### src/rtl/rv32x_pkg.sv
// ----------------------------------------------------------------------------
// rv32x_pkg
// Shared types, opcodes and status codes for the rv32i/zicsr executor.
// ----------------------------------------------------------------------------
package rv32x_pkg;

    localparam logic [31:0] RESET_PC = 32'h8000_0000;
    localparam int          NUM_REGS = 32;
    localparam int          NUM_CSRS = 7;

    localparam logic [6:0] OP_LUI    = 7'h37;
    localparam logic [6:0] OP_AUIPC  = 7'h17;
    localparam logic [6:0] OP_IMM    = 7'h13;
    localparam logic [6:0] OP_REG    = 7'h33;
    localparam logic [6:0] OP_BRANCH = 7'h63;
    localparam logic [6:0] OP_JAL    = 7'h6f;
    localparam logic [6:0] OP_JALR   = 7'h67;
    localparam logic [6:0] OP_LOAD   = 7'h03;
    localparam logic [6:0] OP_STORE  = 7'h23;
    localparam logic [6:0] OP_FENCE  = 7'h0f;
    localparam logic [6:0] OP_SYSTEM = 7'h73;

    localparam logic [31:0] INST_EBREAK = 32'h0010_0073;

    localparam logic [2:0] ST_EXEC    = 3'd0;
    localparam logic [2:0] ST_HALT    = 3'd1;
    localparam logic [2:0] ST_INVALID = 3'd2;
    localparam logic [2:0] ST_STOPPED = 3'd3;
    localparam logic [2:0] ST_ORDER   = 3'd4;

    localparam logic       CMD_INST = 1'b0;
    localparam logic       CMD_DATA = 1'b1;

    typedef struct packed {
        logic        en;
        logic [4:0]  idx;
        logic [31:0] data;
    } rf_wr_t;

    typedef struct packed {
        logic [2:0]  status;
        logic [31:0] next_pc;
        logic        mem_valid;
        logic        mem_write;
        logic [1:0]  mem_size;
        logic [31:0] mem_addr;
        logic [31:0] mem_wdata;
        logic        rd_write;
        logic [4:0]  rd_index;
        logic [31:0] rd_value;
        logic        load_waiting;
    } res_t;

    // csr number to storage slot; valid flag in the top bit
    function automatic logic [3:0] csr_slot(input logic [11:0] num);
        logic [3:0] s;
        case (num)
            12'h300: s = 4'b1000;
            12'h304: s = 4'b1001;
            12'h305: s = 4'b1010;
            12'h340: s = 4'b1011;
            12'h341: s = 4'b1100;
            12'h342: s = 4'b1101;
            12'h344: s = 4'b1110;
            default: s = 4'b0000;
        endcase
        return s;
    endfunction

endpackage

### src/rtl/rv32x_regfile.sv
// ----------------------------------------------------------------------------
// rv32x_regfile
// Synchronous register file memory with reset valid bits and write forwarding.
// ----------------------------------------------------------------------------
module rv32x_regfile (
    input  logic                                  clk,
    input  logic                                  rst_n,
    input  logic                                  rd_en,
    input  logic [$clog2(rv32x_pkg::NUM_REGS)-1:0] rs1,
    input  logic [$clog2(rv32x_pkg::NUM_REGS)-1:0] rs2,
    input  rv32x_pkg::rf_wr_t                     wr,
    output logic [31:0]                           a,
    output logic [31:0]                           b
);
    import rv32x_pkg::*;

    localparam int AW = $clog2(NUM_REGS);

    logic [31:0]         mem [NUM_REGS];
    logic [31:0]         q1_reg, q2_reg, fwd_reg;
    logic [NUM_REGS-1:0] vld_reg;
    logic                v1_reg, v2_reg, hit1_reg, hit2_reg;

    always_ff @(posedge clk)
    begin
        if (wr.en)
            mem[wr.idx[AW-1:0]] <= wr.data;
        if (rd_en)
        begin
            q1_reg  <= mem[rs1];
            q2_reg  <= mem[rs2];
            fwd_reg <= wr.data;
        end
    end

    always_ff @(posedge clk or negedge rst_n)
    begin
        if (!rst_n)
        begin
            vld_reg  <= '0;
            v1_reg   <= 1'b0;
            v2_reg   <= 1'b0;
            hit1_reg <= 1'b0;
            hit2_reg <= 1'b0;
        end
        else
        begin
            if (wr.en)
                vld_reg[wr.idx[AW-1:0]] <= 1'b1;
            if (rd_en)
            begin
                v1_reg   <= vld_reg[rs1];
                v2_reg   <= vld_reg[rs2];
                // same-edge write is not yet in the array
                hit1_reg <= wr.en && (wr.idx[AW-1:0] == rs1);
                hit2_reg <= wr.en && (wr.idx[AW-1:0] == rs2);
            end
        end
    end

    assign a = hit1_reg ? fwd_reg : (v1_reg ? q1_reg : 32'd0);
    assign b = hit2_reg ? fwd_reg : (v2_reg ? q2_reg : 32'd0);

endmodule

### src/rtl/rv32x_exec.sv
// ----------------------------------------------------------------------------
// rv32x_exec
// Decode and execute of one item, with pc, csr and run-state registers.
// ----------------------------------------------------------------------------
module rv32x_exec (
    input  logic                clk,
    input  logic                rst_n,
    input  logic                adv,
    input  logic                cmd,
    input  logic [31:0]         inst,
    input  logic [31:0]         ldata,
    input  logic [31:0]         a,
    input  logic [31:0]         b,
    input  logic                cfg_we,
    input  logic [31:0]         cfg_pc,
    output rv32x_pkg::rf_wr_t   wr,
    output rv32x_pkg::res_t     res
);
    import rv32x_pkg::*;

    logic [31:0] pc_reg, pc_next;
    logic [31:0] csr_reg [NUM_CSRS];
    logic        halted_reg, halted_next, aborted_reg, aborted_next;
    logic        lpend_reg, lpend_next;
    logic [4:0]  ldest_reg, ldest_next;
    logic [2:0]  lkind_reg, lkind_next;
    logic        csr_we;
    logic [2:0]  csr_idx;
    logic [31:0] csr_wval;

    logic [6:0]  op;
    logic [4:0]  rd, rs1, rs2;
    logic [2:0]  f3;
    logic [6:0]  f7;
    logic [31:0] ii, si, bi, ji, npc, r, old, opnd;
    logic [3:0]  slot;
    logic        bad, want, taken, upd;

    always_comb
    begin
        op   = inst[6:0];
        rd   = inst[11:7];
        f3   = inst[14:12];
        rs1  = inst[19:15];
        rs2  = inst[24:20];
        f7   = inst[31:25];
        ii   = {{20{inst[31]}}, inst[31:20]};
        si   = {{20{inst[31]}}, inst[31:25], inst[11:7]};
        bi   = {{19{inst[31]}}, inst[31], inst[7], inst[30:25], inst[11:8], 1'b0};
        ji   = {{11{inst[31]}}, inst[31], inst[19:12], inst[20], inst[30:21], 1'b0};
        npc  = pc_reg + 32'd4;
        r    = '0;
        old  = '0;
        opnd = '0;
        slot = '0;
        bad  = 1'b0;
        want = 1'b0;
        taken = 1'b0;
        upd  = 1'b0;
        res  = '0;
        res.status   = ST_EXEC;
        halted_next  = halted_reg;
        aborted_next = aborted_reg;
        lpend_next   = lpend_reg;
        ldest_next   = ldest_reg;
        lkind_next   = lkind_reg;
        csr_we   = 1'b0;
        csr_idx  = '0;
        csr_wval = '0;
        wr = '0;

        if (halted_reg || aborted_reg)
            res.status = ST_STOPPED;
        else if (cmd == CMD_DATA)
        begin
            if (!lpend_reg)
                res.status = ST_ORDER;
            else
            begin
                case (lkind_reg)
                    3'd0:    r = {{24{ldata[7]}}, ldata[7:0]};
                    3'd1:    r = {{16{ldata[15]}}, ldata[15:0]};
                    3'd4:    r = {24'd0, ldata[7:0]};
                    3'd5:    r = {16'd0, ldata[15:0]};
                    default: r = ldata;
                endcase
                lpend_next = 1'b0;
                want = 1'b1;
                rd   = ldest_reg;
            end
        end
        else if (lpend_reg)
            res.status = ST_ORDER;
        else
        begin
            upd = 1'b1;
            unique case (op)
                OP_LUI:
                begin
                    want = 1'b1;
                    r = {inst[31:12], 12'd0};
                end
                OP_AUIPC:
                begin
                    want = 1'b1;
                    r = pc_reg + {inst[31:12], 12'd0};
                end
                OP_IMM:
                begin
                    want = 1'b1;
                    case (f3)
                        3'd0: r = a + ii;
                        3'd2: r = {31'd0, $signed(a) < $signed(ii)};
                        3'd3: r = {31'd0, a < ii};
                        3'd4: r = a ^ ii;
                        3'd6: r = a | ii;
                        3'd7: r = a & ii;
                        3'd1:
                        begin
                            bad = (f7 != 7'h00);
                            r = a << rs2;
                        end
                        default:
                        begin
                            bad = (f7 != 7'h00) && (f7 != 7'h20);
                            r = (f7 == 7'h20) ? 32'($signed(a) >>> rs2) : a >> rs2;
                        end
                    endcase
                end
                OP_REG:
                begin
                    want = 1'b1;
                    if (f7 == 7'h20)
                    begin
                        if (f3 == 3'd0)
                            r = a - b;
                        else if (f3 == 3'd5)
                            r = 32'($signed(a) >>> b[4:0]);
                        else
                            bad = 1'b1;
                    end
                    else if (f7 == 7'h00)
                    begin
                        case (f3)
                            3'd0:    r = a + b;
                            3'd1:    r = a << b[4:0];
                            3'd2:    r = {31'd0, $signed(a) < $signed(b)};
                            3'd3:    r = {31'd0, a < b};
                            3'd4:    r = a ^ b;
                            3'd5:    r = a >> b[4:0];
                            3'd6:    r = a | b;
                            default: r = a & b;
                        endcase
                    end
                    else
                        bad = 1'b1;
                end
                OP_BRANCH:
                begin
                    case (f3)
                        3'd0:    taken = (a == b);
                        3'd1:    taken = (a != b);
                        3'd4:    taken = $signed(a) < $signed(b);
                        3'd5:    taken = !($signed(a) < $signed(b));
                        3'd6:    taken = a < b;
                        3'd7:    taken = a >= b;
                        default: bad = 1'b1;
                    endcase
                    if (taken)
                        npc = pc_reg + bi;
                end
                OP_JAL:
                begin
                    want = 1'b1;
                    r = npc;
                    npc = pc_reg + ji;
                end
                OP_JALR:
                begin
                    bad  = (f3 != 3'd0);
                    want = 1'b1;
                    r = npc;
                    npc = (a + ii) & ~32'd1;
                end
                OP_LOAD:
                begin
                    bad = (f3 == 3'd3) || (f3 > 3'd5);
                    res.mem_valid = 1'b1;
                    res.mem_size  = f3[1:0];
                    res.mem_addr  = a + ii;
                    lpend_next = 1'b1;
                    ldest_next = rd;
                    lkind_next = f3;
                end
                OP_STORE:
                begin
                    bad = (f3 > 3'd2);
                    res.mem_valid = 1'b1;
                    res.mem_write = 1'b1;
                    res.mem_size  = f3[1:0];
                    res.mem_addr  = a + si;
                    res.mem_wdata = b;
                end
                OP_FENCE:
                begin
                end
                OP_SYSTEM:
                begin
                    if (inst == INST_EBREAK)
                    begin
                        res.status  = ST_HALT;
                        halted_next = 1'b1;
                        upd = 1'b0;
                    end
                    else
                    begin
                        bad  = (f3[1:0] == 2'd0);
                        slot = csr_slot(inst[31:20]);
                        opnd = f3[2] ? {27'd0, rs1} : a;
                        old  = slot[3] ? csr_reg[slot[2:0]] : 32'd0;
                        csr_idx = slot[2:0];
                        case (f3[1:0])
                            2'd1:    csr_wval = opnd;
                            2'd2:    csr_wval = old | opnd;
                            default: csr_wval = old & ~opnd;
                        endcase
                        csr_we = slot[3] && ((f3[1:0] == 2'd1) || (rs1 != 5'd0));
                        want = 1'b1;
                        r = old;
                    end
                end
                default: bad = 1'b1;
            endcase
            if (bad)
            begin
                res = '0;
                res.status   = ST_INVALID;
                aborted_next = 1'b1;
                lpend_next   = lpend_reg;
                ldest_next   = ldest_reg;
                lkind_next   = lkind_reg;
                want   = 1'b0;
                csr_we = 1'b0;
                upd    = 1'b0;
            end
        end

        pc_next = upd ? npc : pc_reg;
        if (want && (rd != 5'd0))
        begin
            wr.en   = 1'b1;
            wr.idx  = rd;
            wr.data = r;
            res.rd_write = 1'b1;
            res.rd_index = rd;
            res.rd_value = r;
        end
        res.next_pc      = pc_next;
        res.load_waiting = lpend_next;
        if (!adv)
        begin
            wr.en  = 1'b0;
            csr_we = 1'b0;
        end
    end

    always_ff @(posedge clk or negedge rst_n)
    begin
        if (!rst_n)
        begin
            pc_reg      <= RESET_PC;
            halted_reg  <= 1'b0;
            aborted_reg <= 1'b0;
            lpend_reg   <= 1'b0;
            ldest_reg   <= '0;
            lkind_reg   <= '0;
            for (int i = 0; i < NUM_CSRS; i++)
                csr_reg[i] <= '0;
        end
        else if (cfg_we)
            pc_reg <= cfg_pc;
        else if (adv)
        begin
            pc_reg      <= pc_next;
            halted_reg  <= halted_next;
            aborted_reg <= aborted_next;
            lpend_reg   <= lpend_next;
            ldest_reg   <= ldest_next;
            lkind_reg   <= lkind_next;
            if (csr_we)
                csr_reg[csr_idx] <= csr_wval;
        end
    end

endmodule

### src/rtl/rv32i_zicsr_instruction_executor_top.sv
// ----------------------------------------------------------------------------
// rv32i_zicsr_instruction_executor_top
// RV32I plus machine csr executor, one item per cycle unless the receiver stalls.
// ----------------------------------------------------------------------------
// usage
//  - slave stream: s_tuser selects an instruction item (0) or load data (1);
//    s_tdata carries the instruction word and the load data
//  - master stream: one result item per input item, in order; m_tuser holds
//    the status, m_tdata the pc, memory request and register write
//  - cfg channel loads the pc; write while idle
//  - path: an accepted item goes through the register file read, then
//    execute into the output register
//  - throughput: one item per cycle unless the receiver stalls, set by the register
//    file memory read port; a write-back is forwarded to the item read in the same cycle
//  - a stalled receiver holds the output register and the execute stage;
//    s_tready drops only when both are full
//  - reset: registers and csrs read zero, pc is 0x8000_0000, not halted
// ----------------------------------------------------------------------------
module rv32i_zicsr_instruction_executor_top (
    input  logic         clk,
    input  logic         rst_n,
    input  logic         s_tvalid,
    output logic         s_tready,
    input  logic [63:0]  s_tdata,   // instruction[31:0], load_data[63:32]
    input  logic [0:0]   s_tuser,   // cmd[0]
    output logic         m_tvalid,
    input  logic         m_tready,
    // next_pc[31:0], mem_valid[32], mem_write[33], mem_size[35:34],
    // mem_addr[67:36], mem_wdata[99:68], rd_write[100], rd_index[105:101],
    // rd_value[137:106], load_waiting[138], zero[143:139]
    output logic [143:0] m_tdata,
    output logic [2:0]   m_tuser,   // status[2:0]
    input  logic         cfg_valid,
    output logic         cfg_ready,
    input  logic [31:0]  cfg_data
);
    import rv32x_pkg::*;

    localparam int AW = $clog2(NUM_REGS);

    logic        ex_valid_reg;
    logic        ex_cmd_reg;
    logic [31:0] ex_inst_reg, ex_ldata_reg;
    logic        out_valid_reg;
    res_t        out_reg;
    logic        accept, adv;
    logic [31:0] a, b;
    rf_wr_t      wr;
    res_t        res;

    // execute stage moves on when the output register is free or draining
    assign adv      = ex_valid_reg && (!out_valid_reg || m_tready);
    assign s_tready = !ex_valid_reg || adv;
    assign accept   = s_tvalid && s_tready;
    assign cfg_ready = 1'b1;

    rv32x_regfile u_rf (
        .clk   (clk),
        .rst_n (rst_n),
        .rd_en (accept),
        .rs1   (s_tdata[15+AW-1:15]),
        .rs2   (s_tdata[20+AW-1:20]),
        .wr    (wr),
        .a     (a),
        .b     (b)
    );

    rv32x_exec u_exec (
        .clk    (clk),
        .rst_n  (rst_n),
        .adv    (adv),
        .cmd    (ex_cmd_reg),
        .inst   (ex_inst_reg),
        .ldata  (ex_ldata_reg),
        .a      (a),
        .b      (b),
        .cfg_we (cfg_valid && cfg_ready),
        .cfg_pc (cfg_data),
        .wr     (wr),
        .res    (res)
    );

    // stage payload
    always_ff @(posedge clk)
    begin
        if (accept)
        begin
            ex_cmd_reg   <= s_tuser[0];
            ex_inst_reg  <= s_tdata[31:0];
            ex_ldata_reg <= s_tdata[63:32];
        end
        if (adv)
            out_reg <= res;
    end

    always_ff @(posedge clk or negedge rst_n)
    begin
        if (!rst_n)
        begin
            ex_valid_reg  <= 1'b0;
            out_valid_reg <= 1'b0;
        end
        else
        begin
            if (accept)
                ex_valid_reg <= 1'b1;
            else if (adv)
                ex_valid_reg <= 1'b0;
            if (adv)
                out_valid_reg <= 1'b1;
            else if (m_tready)
                out_valid_reg <= 1'b0;
        end
    end

    assign m_tvalid = out_valid_reg;
    assign m_tuser  = out_reg.status;
    assign m_tdata  = {5'd0, out_reg.load_waiting, out_reg.rd_value, out_reg.rd_index,
                       out_reg.rd_write, out_reg.mem_wdata, out_reg.mem_addr,
                       out_reg.mem_size, out_reg.mem_write, out_reg.mem_valid,
                       out_reg.next_pc};

`ifndef SYNTHESIS
    a_no_x0_write: assert property (@(posedge clk) disable iff (!rst_n)
        wr.en |-> (wr.idx != 5'd0))
        else $error("write to x0");
    a_stall_holds_ex: assert property (@(posedge clk) disable iff (!rst_n)
        (m_tvalid && !m_tready) |-> !adv)
        else $error("execute advanced into a stalled output");
    a_notready_full: assert property (@(posedge clk) disable iff (!rst_n)
        !s_tready |-> (ex_valid_reg && out_valid_reg))
        else $error("input stalled with a free stage");
    a_adv_gives_out: assert property (@(posedge clk) disable iff (!rst_n)
        adv |=> m_tvalid)
        else $error("executed item lost");
`endif

endmodule
### config.mk
export PLATFORM = sky130hd
export DESIGN_NAME = rv32i_zicsr_instruction_executor_top
export DESIGN_NICKNAME = d
export VERILOG_FILES = /design/src/rtl/rv32x_pkg.sv /design/src/rtl/rv32x_regfile.sv /design/src/rtl/rv32x_exec.sv /design/src/rtl/rv32i_zicsr_instruction_executor_top.sv
export SDC_FILE = /design/constraint.sdc
export NUM_CORES = 2
export LEC_CHECK = 0
export BUFFER_PORTS_ARGS = -buffer_cell sky130_fd_sc_hd__buf_2
export CORE_UTILIZATION = 53
export CTS_CLUSTER_DIAMETER = 100
export DETAILED_ROUTE_END_ITERATION = 10
export GPL_ROUTABILITY_DRIVEN = 1
export GPL_TIMING_DRIVEN = 0
export PLACE_DENSITY = 0.66
export SYNTH_ARGS = -nofsm -noshare
export SYNTH_HDL_FRONTEND = slang
export SYNTH_SLANG_ARGS = --single-unit
### constraint.sdc
create_clock -name clk -period 8.2 [get_ports clk]
set_input_delay 0.41 -clock clk [delete_from_list [all_inputs] [get_ports clk]]
set_output_delay 0.41 -clock clk [all_outputs]
set_load 0.005 [all_outputs]
==> impl_metrics.ini, run 1 <==
[placed_design]
place_ws_ps = -1450
gp_congestion = 1.11
dp_cells = 10395
dp_hpwl_microns = 398000
place_area_sq_mm = 0.102
io_buffers = 244

[synth]
synthArstFlopShare_pct = 18.7
synth_top_area_cell = edfxtp_1
yosys-top-cells-area = edfxtp_1 42%, mux4_2 18%, dfrtp_1 7.9%, o21ai_0 3.5%, ha_1 3.4%
syn_inst = 7682
synth_edf_count = 1327
synth_top_area_share_pct = 41.5
synth_seq_area_share_pct = 49.5
avgSynthCellArea_sq_um = 12.5
synth_seq_cells = 1632
yosysUniqueCellTypes = 95
yosysWarningCount = 0
syn_area_sq_mm = 0.0960
synth_flop_cell = edfxtp_1

[timing]
postGrtWorstEndpoint = u_rf.mem[23][22]$_DFFE_PP_/D
worst-ep-kind = register input

[floorplanning]
floorplan.initialDensity_pct = 53.6
io_pins = 252
die_w_microns = 428
core.rowCount = 155
die_h_microns = 428

[clocking]
numCtsBuffers = 167
cts_sinks = 1632
clock_path_buffers = 3
cts_max_level = 4
cts_root_buf = clkbuf_16

[grt]
antenna_found_initial = 108
gr-usage-all-layers_pct = 72.7
grt_max_degree = 128
grt_overflow = 8

[outcome]
stop_stage = 5_1_grt
status = did not finish
firstError = [ERROR GRT-0232] Routing congestion too high. Check the congestion heatmap in the GUI.
[cell families after synthesis]
family                     share of synthesized area (%)
muxes                                               20.7
buffers and inverters                               3.27
xor gates and xnor gates                            2.05
other                                            0.00782
adders and majority gates                           3.55
DFF                                                 49.5
AOI/OAI and AO/OA                                   12.6
and+or+nand+nor                                     8.37
[timing repair]
item,4_1_cts
gates resized for setup,34
endpoints found under the hold margin,165
endpoints found under the setup margin,837
setup buffers,12
cloned,2
hold buffers,99
pin swaps,7
[metrics by stage]
step	hold slack, ps	util [%]	setup TNS, ps
after CTS	3.11	61.0	0
after detailed placement	404	57.1	-423030
after global placement	457	56.0	-3613170
after floorplan	114	-	0
[per-layer routing]
metal,track usage (%),overflow
met5,29.8,1
met4,69.3,3
met3,56.8,0
met2,88.5,3
met1,74.7,1
[Yosys cell counts, types with 34 or more instances]
| library cell | instances |
|---|---|
| edfxtp_1 | 1327 |
| o221ai_1 | 57 |
| nand4_1 | 34 |
| a221oi_1 | 48 |
| dfrtp_1 | 304 |
| nor3_1 | 91 |
| mux2_2 | 92 |
| a31oi_1 | 71 |
| ha_1 | 261 |
| nand2_1 | 720 |
| a21o_1 | 72 |
| and3_1 | 58 |
| inv_1 | 189 |
| o22ai_1 | 57 |
| buf_1 | 84 |
| o21ai_0 | 668 |
| a211oi_1 | 90 |
| a22oi_1 | 50 |
| nand3_1 | 109 |
| a21oi_1 | 391 |
| mux2i_1 | 202 |
| mux4_2 | 748 |
| o21bai_1 | 38 |
| o211ai_1 | 94 |
| xnor2_1 | 171 |
| buf_2 | 49 |
| nand2b_1 | 36 |
| clkbuf_1 | 454 |
| xor2_1 | 54 |
| nor2_1 | 514 |
==> run 2: changes to the inputs <==
CORE_UTILIZATION = 38   (was 53)
CTS_CLUSTER_DIAMETER = unset   (was 100)
PLACE_DENSITY = unset   (was 0.66)
PLACE_DENSITY_LB_ADDON = 0.15   (was unset)
==> impl_metrics.ini, run 2 <==
[outcome]
status = complete, but fails checks
violations = max-capacitance violations, max-slew violations, negative setup slack

[clocking]
clock_path_buffers = 3
numCtsBuffers = 176
clk_latency_ps = 890
cts_root_buf = clkbuf_16
cts_max_level = 4
cts_tree = built
path_clk_slew_ps = 60
cts_sinks = 1632

[setup_path]
worst-r2r-setup-slack_ps = -460
worstReg2RegEnd = m_tdata[89]
startpoint_type = flip-flop
required_ps = 8780
reg2reg_from = ex_inst_reg[14]
cp_max_fo = 10
cp.arrival_ps = 9230
endpoint_kind = flip-flop
r2r.worst_path.cells = 12
critical_path_class = flip-flop to flip-flop

[timing]
post-route-period-util_pct = 106
hold_violations = 0
min_period_ps = 8660
rsz0062_at_grt = no
setup_viol = 130
setup_ws_ps = -455
worstMarginPinSlew_ps = 1580
finClkSkew_ps = 71.9
finalMaxSlewViolations = 44
tns_ps = -15880
fmax_mhz = 116
slew-limit-headroom_pct = -5.26

[floorplanning]
die_w_microns = 505
die_h_microns = 505
floorplan.initialDensity_pct = 38.2
core.rowCount = 184
io_pins = 252
core_area_sq_mm = 0.251
die_area_sq_mm = 0.255

[placed_design]
dp_cells = 11419
place_area_sq_mm = 0.104
gp_congestion = 1.09
dp_hpwl_microns = 387000
io_buffers = 244
place_ws_ps = -1430

[grt]
grt_overflow = 0
antenna_found_initial = 52
gr-usage-all-layers_pct = 38.9
grt_max_degree = 122
grt_pass1_vias = 75902
grt_pass1_wl_microns = 672000

[synth]
synth_seq_cells = 1632
synth_seq_area_share_pct = 49.5
yosysMostFrequentCell = edfxtp_1
synthArstFlopShare_pct = 18.7
yosys-top-cells-area = edfxtp_1 42%, mux4_2 18%, dfrtp_1 7.9%, o21ai_0 3.5%, ha_1 3.4%
syn_area_sq_mm = 0.0960
synthTopCellsByCount = 1327 x edfxtp_1, 748 x mux4_2, 720 x nand2_1
synth_edf_count = 1327
synth_top_area_share_pct = 41.5
synth_flop_cell = edfxtp_1
yosysWarningCount = 0
avgSynthCellArea_sq_um = 12.5
syn_inst = 7682
synth_top_area_cell = edfxtp_1
yosysUniqueCellTypes = 95

[cells_and_area]
stdcell_count = 11889
drive_gt1_share_pct = 20.3
largest_reg_flops = 1024
fill_cells = 23176
area_growth_pct = 16.0
fin_area_sq_mm = 0.111
nNetsFinal = 8726
final_cell_mix = 1327 x edfxtp_1, 748 x mux4_2, 720 x nand2_1
layout_commonest_cell = edfxtp_1

[routing]
initialDrtViolationCount = 10131
final_antenna_net_count = 0
drc = 0
num_vias = 78357
wire_per_inst_microns = 42.4
routed_wl_microns = 504000
via_per_inst = 6.59
firstDrtPassIters = 6

[worst_hold_path]
worstHoldStart = cfg_data[4]
min_path_cells = 4
hp-class = primary input to flip-flop
min_to = u_exec.pc_reg[4]

[run]
cap_viol_max_count = 8

[pwr]
irDropWorstVdd_mv = 0.211
p_leak_nw = 39.6
power.density_mw_per_mm2 = 175
-- run 2: cell counts after synthesis --
Identical to the previous run, type by type.
-- run 2: final cells by class --
type / instances / area, sq um / area share [%]
tap: 3348 / 4190 / 3.76
clock buffer: 231 / 4720 / 4.24
clock inverter: 95 / 1080 / 0.974
sequential: 1632 / 47500 / 42.7
timing repair buffer: 460 / 4280 / 3.84
antenna: 37 / 92.6 / 0.0832
multi-input combinational: 5282 / 46200 / 41.5
buffer: 600 / 2470 / 2.22
inverter: 204 / 781 / 0.701
-- run 2: what timing repair did --
action	in CTS	in global routing
buffers inserted	3	4
endpoints found under the setup margin	505	183
gates resized for setup	29	15
hold buffers	100	0
pin swaps	1	2
endpoints found under the hold margin	173	0
-- run 2: cell families (layout without fill, tap and decap cells) --
kind of cell,count (synthesis),in the layout,synth area share [%]
simple gates,1790,1790,8.37
fa+ha+maj,268,268,3.55
flops,1632,1632,49.5
xor+xnor,225,225,2.05
other cells,2,75,0.00782
compound gates,1919,1919,12.6
mux,1042,1042,20.7
buf+inv,804,1590,3.27
-- run 2: critical path: stages (launching register included) --
cell and delay, ps:
edfxtp_1 720, clkbuf_1 1080, nand2_1 870, a21oi_1 350, o32ai_1 120, or3_1 310, buf_2 250, nor2_1 1200
nand2_1 700, inv_1 420, nand2_1 990, clkbuf_1 550, nor2_1 730
-- run 2: how the worst max path moves through the flow --
stage | from | endpoint | slack [ps] | depth (start not counted)
6_report | ex_inst_reg[14] | m_tdata[89] | -460 | 12
5_1_grt | u_rf.v1_reg | u_rf.mem[27][19] | 6 | 18
4_1_cts | u_rf.v1_reg | u_rf.mem[25][17] | 30 | 13
3_5_place_dp | u_rf.hit1_reg | m_tdata[10] | -1430 | 17
3_3_place_gp | u_rf.v1_reg | u_rf.mem[14][25] | -6340 | 17
2_1_floorplan | ex_inst_reg[31] | u_rf.fwd_reg[17] | 1570 | 12
-- run 2: routing by layer --
metal | routed length, microns | part of all wire, % | global-route usage (%)
met2 | 233000 | 46 | 61.7
met5 | 198 | 0.039 | 0
met1 | 188000 | 37 | 47.4
met3 | 41500 | 8.2 | 7.76
met4 | 41900 | 8.3 | 27.7
-- run 2: per-stage QoR --
step | hold WS [ps] | total power, mW | util [%]
3_3_place_gp | 456 | 11.5 | 40.4
6_report | 156 | 19.5 | 44.3
5_1_grt | 132 | 20.0 | 44.3
2_1_floorplan | 114 | 10.5 | -
4_1_cts | 125 | 19.5 | 44.2
3_5_place_dp | 465 | 11.5 | 41.5
-- run 2: power by group --
group	total, mW	leakage (nW)	internal (mW)	switching, mW
logic	2.22	19.7	0.689	1.54
clock network	8.12	2.82	4.51	3.61
registers	9.18	17.2	9.03	0.150
total	19.5	39.6	14.2	5.29
Note: power is estimated with default switching activity, not from simulation.
